[src/vps_mul.sv]
module vps_mul (
	input  logic               clk,
	input  logic               en,
	input  logic signed [31:0] a,
	input  logic signed [31:0] b,
	output logic signed [63:0] prod_q
);

	always_ff @(posedge clk) begin
		if (en) begin
			prod_q <= a * b;
		end
	end

endmodule

[config.mk]
export PLATFORM = sky130hd
export DESIGN_NAME = vps_mul
export DESIGN_NICKNAME = d
export VERILOG_FILES = /design/src/vps_mul.sv
export SDC_FILE = /design/constraint.sdc
export NUM_CORES = 2
export LEC_CHECK = 0
export BUFFER_PORTS_ARGS = -buffer_cell sky130_fd_sc_hd__buf_2
export CORE_ASPECT_RATIO = 1.5
export CORE_MARGIN = 1.5
export CORE_UTILIZATION = 30
export CTS_CLUSTER_SIZE = 10
export DETAILED_ROUTE_END_ITERATION = 16
export PLACE_DENSITY = 0.44
export SYNTH_ARGS = -nofsm -noshare
export SYNTH_HDL_FRONTEND = slang
export SYNTH_SLANG_ARGS = --single-unit
export TNS_END_PERCENT = 100
[constraint.sdc]
create_clock -name clk -period 7.2 [get_ports clk]
set_input_delay 0.36 -clock clk [delete_from_list [all_inputs] [get_ports clk]]
set_output_delay 0.36 -clock clk [all_outputs]
set_load 0.01 [all_outputs]
==> results by group <==
Critical path
  • Req. time, crit path: 7.32 ns
  • Crit end category: flop
  • Critical path's slowest cell: fa_2
  • Crit-path max FO: 6
  • Max stage delay on crit path: 0.63 ns
  • Setup crit start kind: input port
  • CP arrival: 7.39 ns
  • Critical path class: in -> reg

Synth
  • Mapped Nets: 5216
  • Syn Area/Cell: 9.75 µm²
  • FFs w/ async S/R, synth: 0%
  • Synth unique cells: 63
  • Synthesized area: 0.0379 mm²
  • Yosys reg bits: 64
  • Post-synth EDFFs: 64
  • Top_reg_cell synth: edfxtp_1
  • Synth warn: 0
  • Register area share after synthesis: 5.07%
  • Synth Instances: 3884

Drt
  • TritonRoute pass-1 iters: 5
  • Routed wire length: 127 mm
  • Vias: 27200
  • Antenna-violating nets left: 0
  • DR iter-0 viols: 810
  • Drt via density: 4.54
  • Post-route DRC: 0
  • Drt wl/cell: 21.2 µm

CTS
  • CTS tree: built
  • # hold bufs at CTS: 0
  • Max clock buf depth: 2
  • Max H-tree Level: 3
  • Clk sinks: 64
  • TritonCTS Buffers: 9
  • Worst-path clk slew: 0.07 ns
  • Root buffer cell: clkbuf_16

Min path
  • Hold depth: 1
  • Worst min-delay path class: in -> reg
  • Hold endpoint: prod_q[53]$_DFFE_PP_
  • Hold_sp: en

Cells and area
  • Ant. Diodes: 0
  • Area delta synth->final: 23.4%
  • Fillers: 12900
  • Largest regs: prod_q (64)
  • Max FFs per register: 64
  • Top reg by flops: prod_q
  • Layout cells sized above 1: 22.2%
  • Layout Nets: 5718

Timing
  • Tcrit/Tclk final: 101%
  • Fmax achieved: 0.138 GHz
  • Fin. max-slew vios: 0
  • Fin. Hold Viols: 0
  • RSZ-0062 raised after global routing: yes
  • Fin Hold WS: 0.410 ns
  • Setup Viol. Count Final: 6
  • Worst slew pin tran: 0.683 ns
  • Max transition margin: 54.4%
  • Minimum clock period after layout: 7.27 ns
  • Setup ws final: -0.0687 ns

Die
  • Initial core utilization: 30.2%
  • Core ar.: 0.125 mm²
  • Die height: 438 µm
  • Die extent in x: 293 µm
  • Top Ports: 130
  • DIE AREA: 0.128 mm²
  • FP Rows: 159

Global route
  • M1 GR Usage: 18.6%
  • Initial antenna violation count: 1
  • Largest net degree at the start of global routing: 47
  • Vias in the first global route: 31600
  • GR met3 Demand/Resource: 1.18%
  • Gr usage total: 20.2%
  • GRT Max-Usage Layer: met2
  • Wire length of the first global-routing pass: 190 mm
  • GR Util met2: 43.8%
  • Grt ovf: 0

Place
  • Detail Placement HPWL: 113 mm
  • RD Place Congestion: 0.835
  • Post-Place Setup Slack: -1.22 ns
  • Buffers on Ports: 129

Outcome
  • Failing checks: setup timing
  • Status: complete, but fails checks

Job
  • Max_cap viols: 0
[cells by family after synthesis]
group	Yosys count	synth area share [%]
compound gates	193	3.41
buf+inv	1152	11.4
xor+xnor	75	1.73
simple gates	1134	15.1
fa+ha+maj	1266	63.3
flops	64	5.07
[worst max-delay path by stage]
stage                      from                    to  slack, ns  cells after the start
after floorplan           a[31]  prod_q[62]$_DFFE_PP_      -0.29                     25
after global placement     b[8]  prod_q[60]$_DFFE_PP_      -1.20                     27
after detailed placement   b[8]  prod_q[60]$_DFFE_PP_      -1.22                     27
after CTS                 b[12]  prod_q[61]$_DFFE_PP_      -0.14                     25
after global routing      a[31]  prod_q[60]$_DFFE_PP_      -0.24                     25
final                      a[5]  prod_q[61]$_DFFE_PP_      -0.07                     26
[routing by layer]
metal | part of all wire (%) | vias up
met5 | 0 | -
met4 | 5.5 | 0
met3 | 1.5 | 190
met2 | 62 | 392
met1 | 31 | 14500
li1 | - | 12100
[per-stage QoR]
step	area, µm²	cells	TNS (ns)	utilization [%]
floorplan	38000	3884	-0.794	-
global placement	44000	5923	-25.80	35.1
detailed placement	44000	5923	-25.98	35.1
CTS	45400	5970	-0.447	36.2
global route	46700	6001	-2.45	37.3
finish	46700	6001	-0.245	37.3
[area by class of cell]
cell class                 count  area, µm²  area share [%]
tap                         1610       2010            4.31
clock inverter                 7       78.8           0.169
inverter                     952       3580            7.66
multi-input combinational   2668      32800            70.3
timing repair buffer         691       6080            13.0
clock buffer                   9        225           0.482
sequential                    64       1920            4.11
[synthesized netlist by cell type (6+ instances only)]
cell      number  area [µm²]
nand4_1        7        43.8
a31oi_1       12        75.1
xnor2_1       53         464
nand2b_1       9        56.3
o21bai_1      15         113
a21oi_1       68         340
nor2_1        42         158
nor3_1         6        30.0
and2_1       516        3230
nand3_1       15        75.1
inv_1        952        3570
edfxtp_1      64        1920
o21ai_0       28         140
nand2_1      511        1920
xor2_1        22         193
clkbuf_1     195         732
fa_1        1082       21700
and3_1         7        43.8
ha_1         184        2300
o31ai_1        6        45.0
a21o_1        23         173
[worst max-delay path: cells and delay by family]
family | cells | cell delay, ns
AND/OR/NAND/NOR | 4 | 0.44
buffers and inverters | 8 | 0.99
AO/OA/AOI/OAI | 4 | 0.92
XOR/XNOR | 1 | 0.10
adder cells (fa/ha/maj) | 9 | 4.55
[what timing repair did]
item / in CTS / in global routing
pin swaps: 79 / 181
setup endpoints to repair: 32 / 24
cloned: 2 / 1
resized for setup: 217 / 273
buffers inserted: 30 / 34
[cell usage in the layout (no fill, tap or decap), types with 5 or more instances in the layout]
cell type / netlist / routed
a21oi_1: 68 / 40
o21ai_2: 2 / 8
buf_12: 0 / 48
nor2_2: 0 / 6
nand4_1: 7 / 7
xor2_1: 22 / 19
inv_1: 952 / 923
buf_8: 0 / 16
fa_2: 0 / 78
nor2_1: 42 / 35
o21bai_1: 15 / 15
ha_1: 184 / 156
fa_1: 1082 / 1004
nand2_2: 0 / 7
a21o_1: 23 / 23
and3_1: 7 / 5
nand2b_1: 9 / 8
buf_2: 3 / 74
buf_4: 0 / 474
a21oi_2: 0 / 22
nand3_1: 15 / 9
xnor2_1: 53 / 50
edfxtp_1: 64 / 64
and2_1: 516 / 506
inv_2: 0 / 27
a21oi_4: 0 / 6
nand2_4: 0 / 5
clkbuf_16: 0 / 10
buf_6: 0 / 72
ha_4: 0 / 25
o21ai_0: 28 / 14
a31oi_1: 12 / 6
nand2_1: 511 / 499
and2_4: 0 / 10
o21ai_1: 1 / 7
Power is not shown: default switching activity piles up to over one toggle a cycle in this logic, so the estimate is an artifact.
