## config.mk

```make
export PLATFORM = sky130hd
export DESIGN_NAME = vps_cfg
export DESIGN_NICKNAME = d
export VERILOG_FILES = /design/src/vps_pkg.sv /design/src/vps_cfg.sv
export SDC_FILE = /design/constraint.sdc
export NUM_CORES = 1
export LEC_CHECK = 0
export BUFFER_PORTS_ARGS = -buffer_cell sky130_fd_sc_hd__buf_2
export CAP_MARGIN = 20
export CORE_UTILIZATION = 35
export DETAILED_ROUTE_END_ITERATION = 6
export PLACE_DENSITY = 0.56
export SETUP_SLACK_MARGIN = 0.3
export SYNTH_ARGS = -nofsm -noshare
export SYNTH_HDL_FRONTEND = slang
export SYNTH_SLANG_ARGS = --single-unit
```

## constraint.sdc

```tcl
create_clock -name clk -period 0.9 [get_ports clk]
set_clock_uncertainty 0.15 [all_clocks]
set_input_delay 0.09 -clock clk [delete_from_list [all_inputs] [get_ports clk]]
set_output_delay 0.09 -clock clk [all_outputs]
set_load 0.01 [all_outputs]
```

## src/vps_pkg.sv

```systemverilog
package vps_pkg;

	localparam int BOUNCE_FRAC = 16;

	localparam logic [1:0] OP_LOAD_FORCE = 2'd0;
	localparam logic [1:0] OP_LOAD_POS   = 2'd1;
	localparam logic [1:0] OP_STEP       = 2'd2;

	localparam logic [2:0] REG_INV_MASS  = 3'd0;
	localparam logic [2:0] REG_RADIUS    = 3'd1;
	localparam logic [2:0] REG_HALF_SIZE = 3'd2;
	localparam logic [2:0] REG_BOUNCE    = 3'd3;
	localparam logic [2:0] REG_TIME_STEP = 3'd4;

	localparam logic signed [63:0] SAT_MAX = 64'sd2147483647;
	localparam logic signed [63:0] SAT_MIN = -64'sd2147483648;

	typedef struct packed {
		logic [30:0] inverse_mass;
		logic [30:0] sphere_radius;
		logic [30:0] box_half_size;
		logic [16:0] bounce_factor;
		logic [30:0] time_step;
	} cfg_t;

	function automatic logic signed [31:0] sat32(input logic signed [63:0] v);
		if (v > SAT_MAX) begin
			return 32'sh7fffffff;
		end else if (v < SAT_MIN) begin
			return 32'sh80000000;
		end
		return v[31:0];
	endfunction

endpackage

```

## src/vps_cfg.sv

```systemverilog
module vps_cfg (
	input  logic          clk,
	input  logic          arst_n,
	input  logic          cfg_we,
	input  logic [2:0]    cfg_index,
	input  logic [30:0]   cfg_data,
	output vps_pkg::cfg_t cfg
);
	import vps_pkg::*;

	cfg_t cfg_q;

	always_ff @(posedge clk or negedge arst_n) begin
		if (!arst_n) begin
			cfg_q.inverse_mass  <= 31'd65536;
			cfg_q.sphere_radius <= 31'd6554;
			cfg_q.box_half_size <= 31'd65536;
			cfg_q.bounce_factor <= 17'd42598;
			cfg_q.time_step     <= 31'd1092;
		end else if (cfg_we) begin
			unique case (cfg_index)
				REG_INV_MASS:  cfg_q.inverse_mass  <= cfg_data;
				REG_RADIUS:    cfg_q.sphere_radius <= cfg_data;
				REG_HALF_SIZE: cfg_q.box_half_size <= cfg_data;
				REG_BOUNCE:    cfg_q.bounce_factor <= cfg_data[16:0];
				REG_TIME_STEP: cfg_q.time_step     <= cfg_data;
				default: ;
			endcase
		end
	end

	assign cfg = cfg_q;

endmodule

```

==> results by group, run 1 <==
Routing
  – Pre-Repair DR Iteration Count: 4
  – Drt total wl: 15,700 µm
  – # DRC: 0
  – Final antenna-violating net count: 0
  – Routed WL per cell: 18.4 µm
  – DR vias/cell: 4.49
  – Via count: 3,838
  – Starting DRT DRC Count: 129

STA
  – RSZ-0062 raised after global routing: true
  – Slew @ Worst Pin: 0.269 ns
  – Hold Violations, Final: 282
  – Minimum clock period: 1.30 ns
  – Max Slew Vio Count: 0
  – TNS Setup: -70.37 ns
  – Hold_ws: -0.661 ns
  – FMAX: 769 MHz
  – Relative slew margins: 0.820
  – Final setup fails: 282
  – Setup ws final: -0.400 ns
  – Ratio of final minimum period to clock period: 1.44

Critical path
  – CP Class: flop to primary output
  – CP arrival: 1.06 ns
  – R2R depth: 3
  – Worst-path cell chain: buf_6
  – R2r endpoint: cfg[16]
  – Crit path max-delay cell type: dfstp_2
  – Crit end category: primary output
  – Reg-to-reg startpoint: cfg[16]
  – Setup slack, reg-to-reg: -0.27 ns
  – CP top delay family: flip-flops
  – Worst Path Buf+Inv: 1
  – Worst-path fanout max: 2
  – Crit start category: flop
  – Worst Path Required: 0.66 ns
  – Slowest cell delay on critical path: 0.55 ns

Global routing
  – GR Util All Layers: 0.202
  – Largest net degree at the start of global routing: 47
  – Vias in the first global route: 4,023
  – Gr ovfl total: 0
  – First-pass GRT wire length: 24,000 µm
  – Initial antenna violation count: 0

Die
  – Die Area: 0.0162 mm²
  – Cell Rows: 45
  – Die width: 127 µm
  – I/O Pins: 178
  – Die span in y: 127 µm
  – Initial Util: 0.360
  – Core outline area: 0.0153 mm²

Outcome
  – Violated checks: negative hold slack, negative setup slack
  – Status: complete, but fails checks

Synthesis
  – Synth Instances: 300
  – Syn Area/Cell: 18.3 µm²
  – Synth Warn #: 0
  – Yosys reg bits: 141
  – Synth top area share: 0.551
  – Synth area leader: dfrtp_1
  – Post-Synthesis Net Count: 337
  – Largest cells by area after synthesis: dfrtp_1 (55%), mux2_2 (22%), dfstp_2 (9.6%)
  – Post-synth cell types: 10
  – Post-synthesis sequential area ratio: 0.647
  – Cell area after synthesis: 0.00549 mm²

Layout
  – FILL cells: 1,110
  – Proportion of layout cells with a drive suffix above 1: 0.806
  – Ant diodes: 0
  – Most frequent cells in the layout: mux2_4 (126), dfrtp_1 (121), buf_6 (119)
  – Final Cell Area: 0.00962 mm²
  – Most common cell after layout, fill and taps aside: mux2_4
  – Final #Nets: 668
  – Area grow syn2layout: 75.1%
  – Max reg flops: 141

Placed design
  – Final Wtd Congestion: 0.727
  – Post-DP HPWL: 8950 µm
  – IO Port Bufs: 177
  – Placed cell area: 0.00715 mm²

Clock tree
  – Insertion delay to the later sink of the worst-skew pair: 0.41 ns
  – Worst-path clk slew: 0.05 ns
  – Root buffer cell: clkbuf_16
  – CTS tree: done
  – Num CTS Buffers: 17
  – Clock Sinks: 141
  – Clock buffer depth: 2
  – H-tree levels: 4

Job
  – Maxcap violations: 0

Pwr
  – Leak: 4.71 nW
  – VDD IR max: 0.00141 V
  – Pwr/cell area: 2410 mW/mm²

Min path
  – Hold crit path type: input port to async pin
## how the worst max path moves through the flow
stage,from,slack (ns),endpoint,cells past startpoint
after detailed placement,cfg_index[0],-0.58,cfg[140],4
after global placement,cfg_index[0],-0.54,cfg[129],4
final,cfg[6],-0.40,cfg[6],1
after CTS,cfg[6],-0.42,cfg[6],1
after global routing,cfg[2],-0.45,cfg[2],1
after floorplan,cfg_index[0],-0.35,cfg[131],3
## per-stage QoR
step / total power [mW] / cells / utilization / worst slack, ns
floorplan: 11.3 / 300 / - / -0.354
finish: 23.2 / 855 / 0.631 / -0.400
global placement: 13.6 / 709 / 0.468 / -0.538
CTS: 22.4 / 812 / 0.598 / -0.422
global route: 24.2 / 855 / 0.631 / -0.452
detailed placement: 13.7 / 709 / 0.468 / -0.579
## area by class of cell
cell class | count | area, µm² | share of cell area
multi-input combinational | 146 | 2160 | 0.224
sequential | 141 | 3550 | 0.369
clock buffer | 24 | 482 | 0.0501
timing repair buffer | 325 | 3070 | 0.320
clock inverter | 8 | 90.1 | 0.00936
tap | 211 | 264 | 0.0274
## cells by family after synthesis
family        Yosys count  share of synthesized area
buf+inv                13                     0.0260
flops                 141                      0.647
mux                   141                      0.310
simple gates            5                     0.0175
## synthesized netlist by cell type
cell type / count
dfrtp_1: 121
mux2_2: 105
mux2_4: 30
dfstp_2: 20
buf_6: 12
mux2_1: 6
and4bb_4: 3
buf_4: 1
nand4b_4: 1
nor4b_4: 1
## power by group
part / switching [mW] / internal [mW] / total (mW)
Clock: 2.49 / 4.27 / 6.76
Sequential: 0.949 / 7.90 / 8.85
Combinational: 2.49 / 5.06 / 7.56
Total: 5.93 / 17.2 / 23.2
## worst register-to-register path: stages (launching register included)
cell and delay [ns]:
dfrtp_1 0.39, buf_4 0.14, buf_4 0.12, mux2_4 0.26
## timing repair
item                                   in CTS  in global routing
gates resized for setup                   138                 37
setup endpoints to repair                 282                282
cloned                                     11                  0
endpoints found under the hold margin     282                282
pin swaps                                   2                  2
setup buffers                              60                 43
## per-layer routing
metal,vias to the layer above,global-route usage,routed length [µm]
met3,14,0.0624,869
met1,1970,0.261,6780
met5,-,0,0
met2,118,0.328,7910
met4,0,0.0560,142
li1,1736,-,-
Power figures use the tool's default switching activity.
==> run 2: changes to the inputs <==
==> constraint.sdc (replaced) <==
create_clock -name clk -period 1.2 [get_ports clk]
set_clock_uncertainty 0.15 [all_clocks]
set_input_delay 0.06 -clock clk [delete_from_list [all_inputs] [get_ports clk]]
set_output_delay 0.06 -clock clk [all_outputs]
set_load 0.01 [all_outputs]
==> results by group, run 2 (same netlist as run 1, synthesis figures left out) <==
Outcome
  – Status: complete, but fails checks
  – Violated checks: negative hold slack, negative setup slack

Die
  – Die Area: 0.0162 mm²
  – Die span in y: 127 µm
  – Die width: 127 µm
  – Initial Util: 0.360
  – Core outline area: 0.0153 mm²
  – Cell Rows: 45
  – I/O Pins: 178

Min path
  – Hold crit path type: input port to async pin

Critical path
  – Crit path max-delay cell type: dfstp_2
  – Worst Path Buf+Inv: 1
  – CP Class: flop to primary output
  – Worst Path Required: 0.99 ns
  – Slowest cell delay on critical path: 0.56 ns
  – Worst-path fanout max: 2
  – Crit end category: primary output
  – Crit start category: flop
  – CP top delay family: flip-flops
  – Worst-path cell chain: buf_6
  – CP arrival: 1.07 ns

Global routing
  – GR Util All Layers: 0.194
  – Largest net degree at the start of global routing: 52
  – Vias in the first global route: 4,151
  – Initial antenna violation count: 0
  – First-pass GRT wire length: 23,300 µm
  – Gr ovfl total: 0

Pwr
  – Pwr/cell area: 1780 mW/mm²
  – VDD IR max: 0.00116 V
  – Leak: 4.82 nW

Placed design
  – Post-DP HPWL: 8500 µm
  – IO Port Bufs: 177
  – Pre-CTS setup slack: -0.245 ns
  – Placed cell area: 0.00705 mm²
  – Final Wtd Congestion: 0.724

Clock tree
  – Root buffer cell: clkbuf_16
  – Num CTS Buffers: 17
  – Worst-path clk slew: 0.06 ns
  – H-tree levels: 4
  – Clock buffer depth: 2
  – Clock Sinks: 141
  – CTS tree: done
  – Insertion delay to the later sink of the worst-skew pair: 0.41 ns

Layout
  – Final design utilization: 0.642
  – Max reg flops: 141
  – Most common cell after layout, fill and taps aside: mux2_4
  – Most frequent cells in the layout: mux2_4 (141), dfrtp_1 (121), buf_2 (121)
  – Final #Nets: 689
  – Final Cell Area: 0.00979 mm²
  – Proportion of layout cells with a drive suffix above 1: 0.765
  – Register area: 0.00355 mm²
  – Area occupied by multi-input gates: 0.00221 mm²
  – FILL cells: 1,066
  – Ant diodes: 0
  – Area grow syn2layout: 78.2%

Routing
  – Pre-Repair DR Iteration Count: 4
  – Routed WL per cell: 18.5 µm
  – Via count: 3,907
  – Starting DRT DRC Count: 88
  – DR vias/cell: 4.47
  – Final antenna-violating net count: 0
  – Drt total wl: 16,200 µm
  – # DRC: 0

STA
  – Hold_ws: -0.662 ns
  – Ratio of final minimum period to clock period: 1.07
  – Setup ws final: -0.0850 ns
  – Minimum clock period: 1.28 ns
  – FMAX: 778 MHz
  – Hold Violations, Final: 131
  – Relative slew margins: 0.691
  – Max Slew Vio Count: 0
  – RSZ-0062 raised after global routing: true
  – Final setup fails: 20
  – Slew @ Worst Pin: 0.462 ns

Job
  – Maxcap violations: 0
[run 2: changes by cell type in the layout (fill, tap and decap cells not counted), sizes merged]
cell and change:
clkinv -3, dlygate4sd3 +32, bufinv -1, clkinvlp +2, buf -15, clkbuf +5
[run 2: report_power, final]
group / internal, mW / leakage, nW / switching (mW)
logic: 3.83 / 2.89 / 1.88
registers: 5.93 / 1.66 / 0.744
clock network: 3.11 / 0.275 / 1.93
total: 12.9 / 4.82 / 4.55
[run 2: path summary, 6_finish.rpt]
path	startpoint	to	slack [ns]	depth (start not counted)
setup / recovery	cfg[82]	cfg[82]	-0.08	1
hold / removal	arst_n	cfg[54]	-0.66	1
setup reg to reg	cfg[110]	cfg[110]	0.05	3
hold reg to reg	cfg[21]	cfg[21]	0.35	1
max in group asynchronous	arst_n	cfg[83]	0.29	3
min in group clk	cfg_index[2]	cfg[39]	0.10	4
[run 2: through the flow]
| stage | setup TNS [ns] | total power [mW] | instances | hold WS, ns |
|---|---|---|---|---|
| 2_1_floorplan | -0.673 | 8.46 | 300 | -0.386 |
| 3_3_place_gp | -20.85 | 10.0 | 694 | -0.218 |
| 3_5_place_dp | -23.13 | 10.1 | 694 | -0.221 |
| 4_1_cts | -1.59 | 16.5 | 826 | -0.668 |
| 5_1_grt | -2.04 | 18.2 | 875 | -0.666 |
| 6_report | -1.26 | 17.4 | 875 | -0.662 |
[run 2: metal layers]
metal	wire length [µm]	track usage	up-vias
li1	-	-	1774
met1	6980	0.240	1992
met2	8070	0.311	120
met3	833	0.0666	21
met4	268	0.0756	0
met5	0	0	-
[run 2: area by class of cell]
type	count	share of cell area
Multi-Input combinational cell	146	0.226
Timing Repair Buffer	346	0.326
Clock buffer	25	0.0516
Tap cell	211	0.0270
Clock inverter	6	0.00613
Sequential cell	141	0.363
[run 2: timing repair]
action	CTS	global route
setup endpoints to repair	259	291
pin swaps	2	1
hold buffers	32	1
cloned	7	3
resized for setup	102	70
buffers inserted	62	46
hold endpoints to repair	282	141
==> run 3: changes to the inputs <==
--- a/config.mk
+++ b/config.mk
@@ -6,10 +6,9 @@
 export NUM_CORES = 1
 export LEC_CHECK = 0
 export BUFFER_PORTS_ARGS = -buffer_cell sky130_fd_sc_hd__buf_2
-export CAP_MARGIN = 20
-export CORE_UTILIZATION = 35
+export CORE_UTILIZATION = 50
 export DETAILED_ROUTE_END_ITERATION = 6
-export PLACE_DENSITY = 0.56
+export PLACE_DENSITY = 0.76
 export SETUP_SLACK_MARGIN = 0.3
 export SYNTH_ARGS = -nofsm -noshare
 export SYNTH_HDL_FRONTEND = slang
==> results by group, run 3 (same netlist as run 1, synthesis figures left out) <==
Outcome
  – Status: complete, but fails checks
  – Violated checks: negative hold slack, negative setup slack

Global routing
  – Initial antenna violation count: 0
  – First-pass GRT wire length: 23,000 µm
  – Met2 usage: 0.476
  – Most used routing layer: met2
  – GR Util All Layers: 0.272
  – Largest net degree at the start of global routing: 41
  – Met3 usage: 0.0620
  – Met1 usage: 0.325
  – Gr ovfl total: 0
  – Vias in the first global route: 4,261

Layout
  – Final #Nets: 698
  – Post-Layout Cell Count: 810
  – Max reg flops: 141
  – Final Cell Area: 0.00969 mm²
  – FILL cells: 334
  – Proportion of layout cells with a drive suffix above 1: 0.766
  – Most common cell after layout, fill and taps aside: buf_6
  – Area grow syn2layout: 76.4%
  – Most frequent cells in the layout: buf_6 (144), mux2_4 (132), buf_2 (124)
  – Ant diodes: 0

Routing
  – Starting DRT DRC Count: 171
  – DR vias/cell: 5.31
  – # DRC: 0
  – Routed WL per cell: 25.7 µm
  – Pre-Repair DR Iteration Count: 4
  – Drt total wl: 20,800 µm
  – Via count: 4,303
  – Final antenna-violating net count: 0

STA
  – TNS Setup: -13.61 ns
  – Slew @ Worst Pin: 0.341 ns
  – Ratio of final minimum period to clock period: 1.18
  – Minimum clock period: 1.42 ns
  – RSZ-0062 raised after global routing: true
  – Relative slew margins: 0.773
  – Max Slew Vio Count: 0
  – Final setup fails: 142
  – Hold_ws: -0.152 ns
  – Hold Violations, Final: 34
  – FMAX: 706 MHz
  – Setup ws final: -0.217 ns

Placed design
  – Final Wtd Congestion: 0.764
  – Pre-CTS setup slack: -0.262 ns
  – Placed cell area: 0.00694 mm²
  – IO Port Bufs: 177
  – Post-DP HPWL: 8420 µm
  – Dpl cells: 618

Critical path
  – Setup slack, reg-to-reg: -0.01 ns
  – CP arrival: 1.21 ns
  – R2r endpoint: cfg[9]
  – Worst-path fanout max: 2
  – Slowest cell delay on critical path: 0.56 ns
  – Worst Path Required: 0.99 ns
  – Worst Path Buf+Inv: 1
  – CP top delay family: flip-flops
  – Reg-to-reg startpoint: cfg[9]
  – Worst-path cell chain: buf_6
  – Crit path max-delay cell type: dfstp_2
  – CP Class: flop to primary output
  – Crit end category: primary output
  – Crit start category: flop
  – R2R depth: 3

Die
  – Die width: 107 µm
  – Die span in y: 107 µm
  – I/O Pins: 178
  – Core outline area: 0.0105 mm²
  – Cell Rows: 37
  – Initial Util: 0.523
  – Die Area: 0.0114 mm²

Clock tree
  – H-tree levels: 4
  – Clock Sinks: 141
  – Num CTS Buffers: 17
  – Worst-path clk slew: 0.07 ns
  – Clock buffer depth: 2
  – Insertion delay to the later sink of the worst-skew pair: 0.52 ns
  – CTS tree: done
  – Root buffer cell: clkbuf_8
  – # hold bufs at CTS: 32

Pwr
  – Pint: 13.3 mW
  – Sw Share: 0.282
  – Reg power frac: 0.368
  – Gate power share: 0.342
  – Pwr/cell area: 1920 mW/mm²
  – Overall power: 18.6 mW
  – Psw: 5.23 mW
  – VDD IR max: 0.00125 V
  – Clk pwr share: 0.290
  – Leak: 4.82 nW

Job
  – Maxcap violations: 0

Min path
  – Hold crit path type: input port to async pin
-- run 3: changes by cell type in the layout (fill, tap and decap cells not counted) --
cell,previous run,this run
clkbuf_16,21,18
bufinv_16,1,3
clkinvlp_4,2,0
mux2_2,0,9
clkbuf_1,3,5
buf_6,112,144
buf_16,5,0
mux2_4,141,132
clkinv_2,3,4
buf_12,17,14
buf_2,121,124
buf_4,53,37
clkbuf_8,5,4
-- run 3: metal layers --
layer  part of all wire  vias up
li1                   -     1788
met1               0.36     2223
met2               0.54      222
met3              0.057       70
met4              0.051        0
met5                  0        -
-- run 3: final cells by class --
class / instances / area, µm² / area share
tap: 136 / 170 / 0.0176
multi-input combinational: 146 / 2180 / 0.225
sequential: 141 / 3550 / 0.367
clock inverter: 7 / 110 / 0.0114
timing repair buffer: 355 / 3200 / 0.330
clock buffer: 25 / 474 / 0.0489
-- run 3: worst reg2reg max path, stage by stage (launching register included) --
cell,delay (ns)
dfrtp_1,0.44
buf_6,0.14
buf_6,0.10
mux2_4,0.27
-- run 3: worst max-delay path by stage --
stage          endpoint         start  slack [ns]  depth (start not counted)
2_1_floorplan  cfg[131]  cfg_index[0]       -0.02                          3
3_3_place_gp   cfg[128]  cfg_index[0]       -0.23                          4
3_5_place_dp   cfg[127]  cfg_index[0]       -0.26                          4
4_1_cts         cfg[44]       cfg[44]       -0.19                          1
5_1_grt         cfg[44]       cfg[44]       -0.23                          1
6_report       cfg[126]      cfg[126]       -0.22                          1
-- run 3: power groups by stage --
stage	clock network (mW)	registers, mW	logic [mW]
after global placement	0	6.52	3.43
after CTS	5.24	6.57	4.74
after floorplan	0	7.03	1.43
after global routing	5.59	6.90	6.62
after detailed placement	0	6.56	3.52
final	5.38	6.84	6.35
-- run 3: repair_timing --
item,in CTS,in global routing
hold endpoints to repair,282,38
gates resized for setup,68,131
gates cloned,0,4
endpoints found under the setup margin,248,277
pin swaps,0,2
setup buffers,60,64
-- run 3: through the flow --
stage	util	hold WS (ns)
floorplan	-	-0.386
global placement	0.660	-0.188
detailed placement	0.660	-0.190
CTS	0.822	-0.162
global route	0.922	-0.155
finish	0.922	-0.152
